### src/rtl/core/mf3_pkg.sv
`default_nettype none
package mf3_pkg;

    localparam int unsigned MAX_WIDTH_DEF  = 512;
    localparam int unsigned MAX_HEIGHT_DEF = 512;
    localparam int unsigned PIXEL_BITS_DEF = 8;

    // window taps and their arrangement
    localparam int unsigned WIN_TAPS = 9;
    localparam int unsigned WIN_SIDE = 3;

    // configuration register file
    localparam int unsigned CFG_W     = 10;
    localparam int unsigned CFG_IDX_W = 1;
    localparam int unsigned CFG_RESET = 512;

    localparam logic [CFG_IDX_W-1:0] REG_FRAME_WIDTH  = 1'b0;
    localparam logic [CFG_IDX_W-1:0] REG_FRAME_HEIGHT = 1'b1;

    // per-pixel status that travels with the pixel through the line store stage
    typedef struct packed {
        logic emit;
        logic last;
    } t_pix_tag;

endpackage
`default_nettype wire

### src/rtl/core/mf3_median.sv
`default_nettype none
module mf3_median #(
    parameter int unsigned PIXEL_BITS = mf3_pkg::PIXEL_BITS_DEF
) (
    input  wire logic                                        i_clk,
    input  wire logic                                        i_rst_n,
    input  wire logic                                        i_valid,
    output logic                                             o_ready,
    input  wire logic [mf3_pkg::WIN_TAPS-1:0][PIXEL_BITS-1:0] i_win,
    input  wire logic                                        i_last,
    output logic                                             o_valid,
    input  wire logic                                        i_ready,
    output logic [PIXEL_BITS-1:0]                            o_median,
    output logic                                             o_last
);

    typedef logic [mf3_pkg::WIN_TAPS-1:0][PIXEL_BITS-1:0] t_win;

    // compare and exchange: lower value ends up at index a
    function automatic t_win cas(input t_win w, input int unsigned a, input int unsigned b);
        t_win res;
        res = w;
        if (w[a] > w[b]) begin
            res[a] = w[b];
            res[b] = w[a];
        end
        return res;
    endfunction

    // sort each column of three
    function automatic t_win net_cols(input t_win w);
        t_win t;
        t = w;
        t = cas(t, 1, 2);
        t = cas(t, 4, 5);
        t = cas(t, 7, 8);
        t = cas(t, 0, 1);
        t = cas(t, 3, 4);
        t = cas(t, 6, 7);
        t = cas(t, 1, 2);
        t = cas(t, 4, 5);
        t = cas(t, 7, 8);
        return t;
    endfunction

    // drop the extremes across columns
    function automatic t_win net_cross(input t_win w);
        t_win t;
        t = w;
        t = cas(t, 0, 3);
        t = cas(t, 5, 8);
        t = cas(t, 4, 7);
        t = cas(t, 3, 6);
        t = cas(t, 1, 4);
        t = cas(t, 2, 5);
        return t;
    endfunction

    // settle the centre, median lands in tap 4
    function automatic t_win net_mid(input t_win w);
        t_win t;
        t = w;
        t = cas(t, 4, 7);
        t = cas(t, 2, 4);
        t = cas(t, 4, 6);
        t = cas(t, 2, 4);
        return t;
    endfunction

    logic                  r_va, r_vb, r_vo;
    t_win                  r_wa, r_wb;
    logic                  r_la, r_lb, r_lo;
    logic [PIXEL_BITS-1:0] r_med;
    t_win                  mid_w;

    logic en_o, en_b, en_a;

    assign en_o    = !r_vo || i_ready;
    assign en_b    = !r_vb || en_o;
    assign en_a    = !r_va || en_b;
    assign o_ready = en_a;
    assign mid_w   = net_mid(r_wb);

    always_ff @(posedge i_clk) begin
        if (!i_rst_n) begin
            r_va <= 1'b0;
            r_vb <= 1'b0;
            r_vo <= 1'b0;
        end else begin
            if (en_a) begin
                r_va <= i_valid;
            end
            if (en_b) begin
                r_vb <= r_va;
            end
            if (en_o) begin
                r_vo <= r_vb;
            end
        end
    end

    always_ff @(posedge i_clk) begin
        if (en_a && i_valid) begin
            r_wa <= net_cols(i_win);
            r_la <= i_last;
        end
        if (en_b && r_va) begin
            r_wb <= net_cross(r_wa);
            r_lb <= r_la;
        end
        if (en_o && r_vb) begin
            r_med <= mid_w[4];
            r_lo  <= r_lb;
        end
    end

    assign o_valid  = r_vo;
    assign o_median = r_med;
    assign o_last   = r_lo;

endmodule
`default_nettype wire

### config.mk
export PLATFORM = sky130hd
export DESIGN_NAME = mf3_median
export DESIGN_NICKNAME = d
export VERILOG_FILES = /design/src/rtl/core/mf3_pkg.sv /design/src/rtl/core/mf3_median.sv
export SDC_FILE = /design/constraint.sdc
export NUM_CORES = 1
export LEC_CHECK = 0
export BUFFER_PORTS_ARGS = -buffer_cell sky130_fd_sc_hd__buf_2
export CAP_MARGIN = 20
export CORE_UTILIZATION = 61
export CTS_CLUSTER_DIAMETER = 50
export DETAILED_ROUTE_END_ITERATION = 6
export GPL_ROUTABILITY_DRIVEN = 0
export GPL_TIMING_DRIVEN = 0
export PLACE_DENSITY = 0.78
export SYNTH_ARGS = -nofsm -noshare
export SYNTH_HDL_FRONTEND = slang
export SYNTH_SLANG_ARGS = --single-unit
### constraint.sdc
create_clock -name i_clk -period 10.4 [get_ports i_clk]
set_input_delay 2.08 -clock i_clk [delete_from_list [all_inputs] [get_ports i_clk]]
set_output_delay 2.08 -clock i_clk [all_outputs]
set_load 0.005 [all_outputs]
After elaboration in Yosys (flattened, before gate mapping)
Index checks and enable logic that the tools add are counted.
{"block": "classes", "order_cmp": 19, "mux": 30, "reduce_logical": 9}
{"operator": "2-to-1 mux 16 bit", "n": 15}
{"operator": "greater-than comparator 8 bit", "n": 19}
{"operator": "2-to-1 mux 8 bit", "n": 15}
{"operator": "logical AND 1 bit", "n": 3}
{"operator": "logical NOT 1 bit", "n": 3}
{"operator": "logical OR 1 bit", "n": 3}
{"block": "word_totals", "register_bits": 118, "in_bits": 77, "out_inout_bits": 11, "elab_cells": 78}

Depth between registers and ports, before layout
{"block": "depth", "ltp_word": 11, "ltp_mapped": 31, "mapped_depth_nobuf": 29}

Worst setup path before layout
Ideal clock, no wire load.
{"block": "synth_timing", "path_type": "input to register", "start": "in i_ready", "end": "reg r_la (enable)", "setup_time_ns": 0.548, "arrival_ns": 5.859, "required_time_ns": 9.852, "path_slack_ns": 3.993, "path_stages": 2, "n_path_buf": 0, "path_cell_list": "nor2b_1 > a31oi_1"}
{"block": "synth_between", "elab_chain_len": 4}
{"item": "start: declaration", "line_no": "mf3_median.sv:12", "rtl": "input wire logic i_ready,"}
{"item": "logical OR 1 bit", "line_no": "mf3_median.sv:78", "rtl": "assign en_o = !r_vo || i_ready;"}
{"item": "logical OR 1 bit", "line_no": "mf3_median.sv:79", "rtl": "assign en_b = !r_vb || en_o;"}
{"item": "logical OR 1 bit", "line_no": "mf3_median.sv:80", "rtl": "assign en_a = !r_va || en_b;"}
{"item": "logical AND 1 bit", "line_no": "mf3_median.sv:103", "rtl": "if (en_a && i_valid) begin"}
{"item": "end signal: assignment", "line_no": "mf3_median.sv:105", "rtl": "r_la <= i_last;"}
{"item": "end: declaration", "line_no": "mf3_median.sv:72", "rtl": "logic r_la, r_lb, r_lo;"}
No other way between the ends.
A chain may end at the register's enable or synchronous reset.

==> impl_metrics.json <==
{
  "worst_hold_slack_ps": 423,
  "rrSetupSlack_ps": 3040,
  "via_per_inst": 6.06,
  "synth_top_area_share_pct": 33.4,
  "critPathSlowestCell": "mux2i_2",
  "ys_types": 47,
  "max_freq_mhz": 136,
  "synth_top_flop_cell": "edfxtp_1",
  "antenna_found_initial": 0,
  "grt_remaining_overflow": 0,
  "stdcell_count": 1440,
  "cp.arrival_ps": 7500,
  "syn-num-nets": 1326,
  "io_buffers": 87,
  "finalSetupTns_ps": 0,
  "synth_area_per_cell_sq_um": 9.42,
  "p_int_mw": 2.22,
  "grt_usage_pct": 30.1,
  "period_minus_slack_ps": 7360,
  "max_cap_violations": 0,
  "nFillCells": 1259,
  "cts_resized": 0,
  "worstSetupPathType": "reg2reg",
  "grt_max_degree": 30,
  "cp_max_fo": 10,
  "status": "finished clean",
  "finalSetupViolations": 0,
  "relSlewSlack_pct": 51.4,
  "clkSinkCount": 118,
  "die_h_microns": 132,
  "clkTransAtPathRegs_ps": 60,
  "clockRootBuffer": "clkbuf_16",
  "hold_buffers": 0,
  "dp_cells": 1408,
  "p_leak_nw": 5.59,
  "drtIter0Drc": 808,
  "slew_violations": 0,
  "grt_pass1_wl_microns": 41100,
  "power_density_mw_per_mm2": 339,
  "nets": 1436,
  "finalHoldViolCount": 0,
  "seq_power_share_pct": 22.1,
  "die_area_sq_mm": 0.0175,
  "ios": 88,
  "synthArstFlopShare_pct": 0,
  "wl_per_cell_microns": 17.5,
  "p_total_mw": 4.01,
  "grt_pass1_vias": 8306,
  "cpPeakStageDelay_ps": 440,
  "dp_hpwl_microns": 19700,
  "critPathLaunchType": "flip-flop",
  "cts-htree-levels": 4,
  "required_ps": 10530,
  "netlist_instances": 1097,
  "clkLatencyLatePin_ps": 430,
  "worstMarginPinSlew_ps": 725,
  "synth-edff-count": 115,
  "ant_nets": 0,
  "synthTopCellsByCount": "ha_1, inv_1, edfxtp_1",
  "skew_ps": 8.99,
  "synth_warnings": 0,
  "initial_core_util_pct": 62.3,
  "crit_top_cell": "ha_1",
  "vias": 8727,
  "cts_buffers": 17,
  "n_antenna_cell": 0,
  "die_x_microns": 132,
  "final_layout_size_suffix_gt1_share_pct": 17.3,
  "timing.final.crit_share_pct": 70.8,
  "dr.pass1.iters": 7,
  "wl_microns": 25100,
  "post_cts_buffers": 0,
  "synth_area_leaders": "edfxtp_1, ha_1, mux2i_1",
  "syn2layout_area_growth_pct": 14.5,
  "crit_buf_inv": 2,
  "switching_share_pct": 44.5,
  "path_delay_family": "compound AO/OA/AOI/OAI gates",
  "fp-row-count": 47,
  "ys_seq_area_share_pct": 34.0,
  "p_clk_share_pct": 16.9,
  "comb_power_share_pct": 61.1,
  "ys_seq_elements": 118,
  "synth_most_common_cell": "ha_1",
  "tritoncts": "built",
  "ir_worst_vdd_mv": 0.422,
  "switchingPower_mw": 1.78,
  "cts_buffer_depth": 2,
  "synth_area_sq_mm": 0.0103,
  "hold_path.class": "reg2reg",
  "core_sq_mm": 0.0166,
  "grt_setup_unrepaired": "no",
  "synth_largest_area_cell": "edfxtp_1",
  "drcViolationCount": 0,
  "end_kind": "flip-flop"
}
path summary, 6_finish.rpt:
kind / from / endpoint / depth (start not counted)
worst max-delay path: r_wb[33] / o_median[7] / 29
worst min-delay path: r_la / r_lb / 0
worst max register to register: r_wb[33] / o_median[7] / 29
worst min register to register: r_la / r_lb / 0
kinds of logic after synthesis:
group,Yosys count,synth area share [%]
compound gates,284,17.3
simple gates,257,11.9
buf+inv,176,6.91
fa+ha+maj,152,18.4
flops,118,34.0
mux,110,11.5
area by class of cell:
| cell class | count | area, sq um | area share, % |
|---|---|---|---|
| buffer | 30 | 166 | 1.41 |
| clock buffer | 18 | 429 | 3.63 |
| clock inverter | 14 | 243 | 2.05 |
| inverter | 146 | 548 | 4.63 |
| multi-input combinational | 803 | 6130 | 51.8 |
| sequential | 118 | 3510 | 29.7 |
| tap | 220 | 275 | 2.33 |
| timing repair buffer | 91 | 523 | 4.42 |
power groups by stage:
stage                     clock network, mW  logic [mW]  registers, mW
after detailed placement                  0        2.35          0.888
after floorplan                           0        1.82          0.844
final                                 0.675        2.45          0.883
after global placement                    0        2.30          0.889
after CTS                             0.679        2.39          0.880
after global routing                  0.700        2.73          0.894
through the flow:
stage          worst slack (ps)  util, %  instance area [sq um]
2_1_floorplan              3990        -                  10300
3_3_place_gp               2520     66.6                  11000
3_5_place_dp               3180     67.3                  11200
4_1_cts                    3150     71.3                  11800
5_1_grt                    2500     71.3                  11800
6_report                   3040     71.3                  11800
worst register-to-register path, delay by kind of cell (launching register included):
family	cells	cell delay [ps]
adder cells (fa/ha/maj)	4	1130
flip-flops	1	390
AO/OA/AOI/OAI	14	2990
multiplexers	2	860
AND/OR/NAND/NOR	7	1110
buffers and inverters	2	560
sequential cells by signal (all words and copies together), names as in the netlist:
| register | cells |
|---|---|
| r_wa | 72 |
| r_wb | 32 |
| o_median | 8 |
| o_last | 1 |
| o_valid | 1 |
| r_la | 1 |
| r_lb | 1 |
| r_va | 1 |
| r_vb | 1 |
metal layers:
layer / vias up / wire length [microns] / track usage, %
li1: 4236 / - / -
met1: 4109 / 11000 / 39.1
met2: 323 / 12100 / 50.5
met3: 59 / 1360 / 4.42
met4: 0 / 671 / 12.0
met5: - / 0 / 0
placed cells by master, fill, tap and decap left out, types with 6 or more instances in the layout:
cell,instances
o21a_1,19
a31oi_1,16
o221ai_1,8
a221oi_1,8
nor2_1,92
ha_1,152
nand2_1,51
buf_2,99
edfxtp_1,115
clkbuf_1,14
bufinv_16,6
mux2_2,48
nand4_1,35
a21o_1,27
o311ai_0,7
inv_1,146
nand2b_1,6
clkbuf_16,17
and2_1,9
o21ai_0,68
nor2b_1,20
and3_1,7
mux2i_1,56
nand3_1,26
a21oi_1,102
Power figures use the tool's default switching activity.
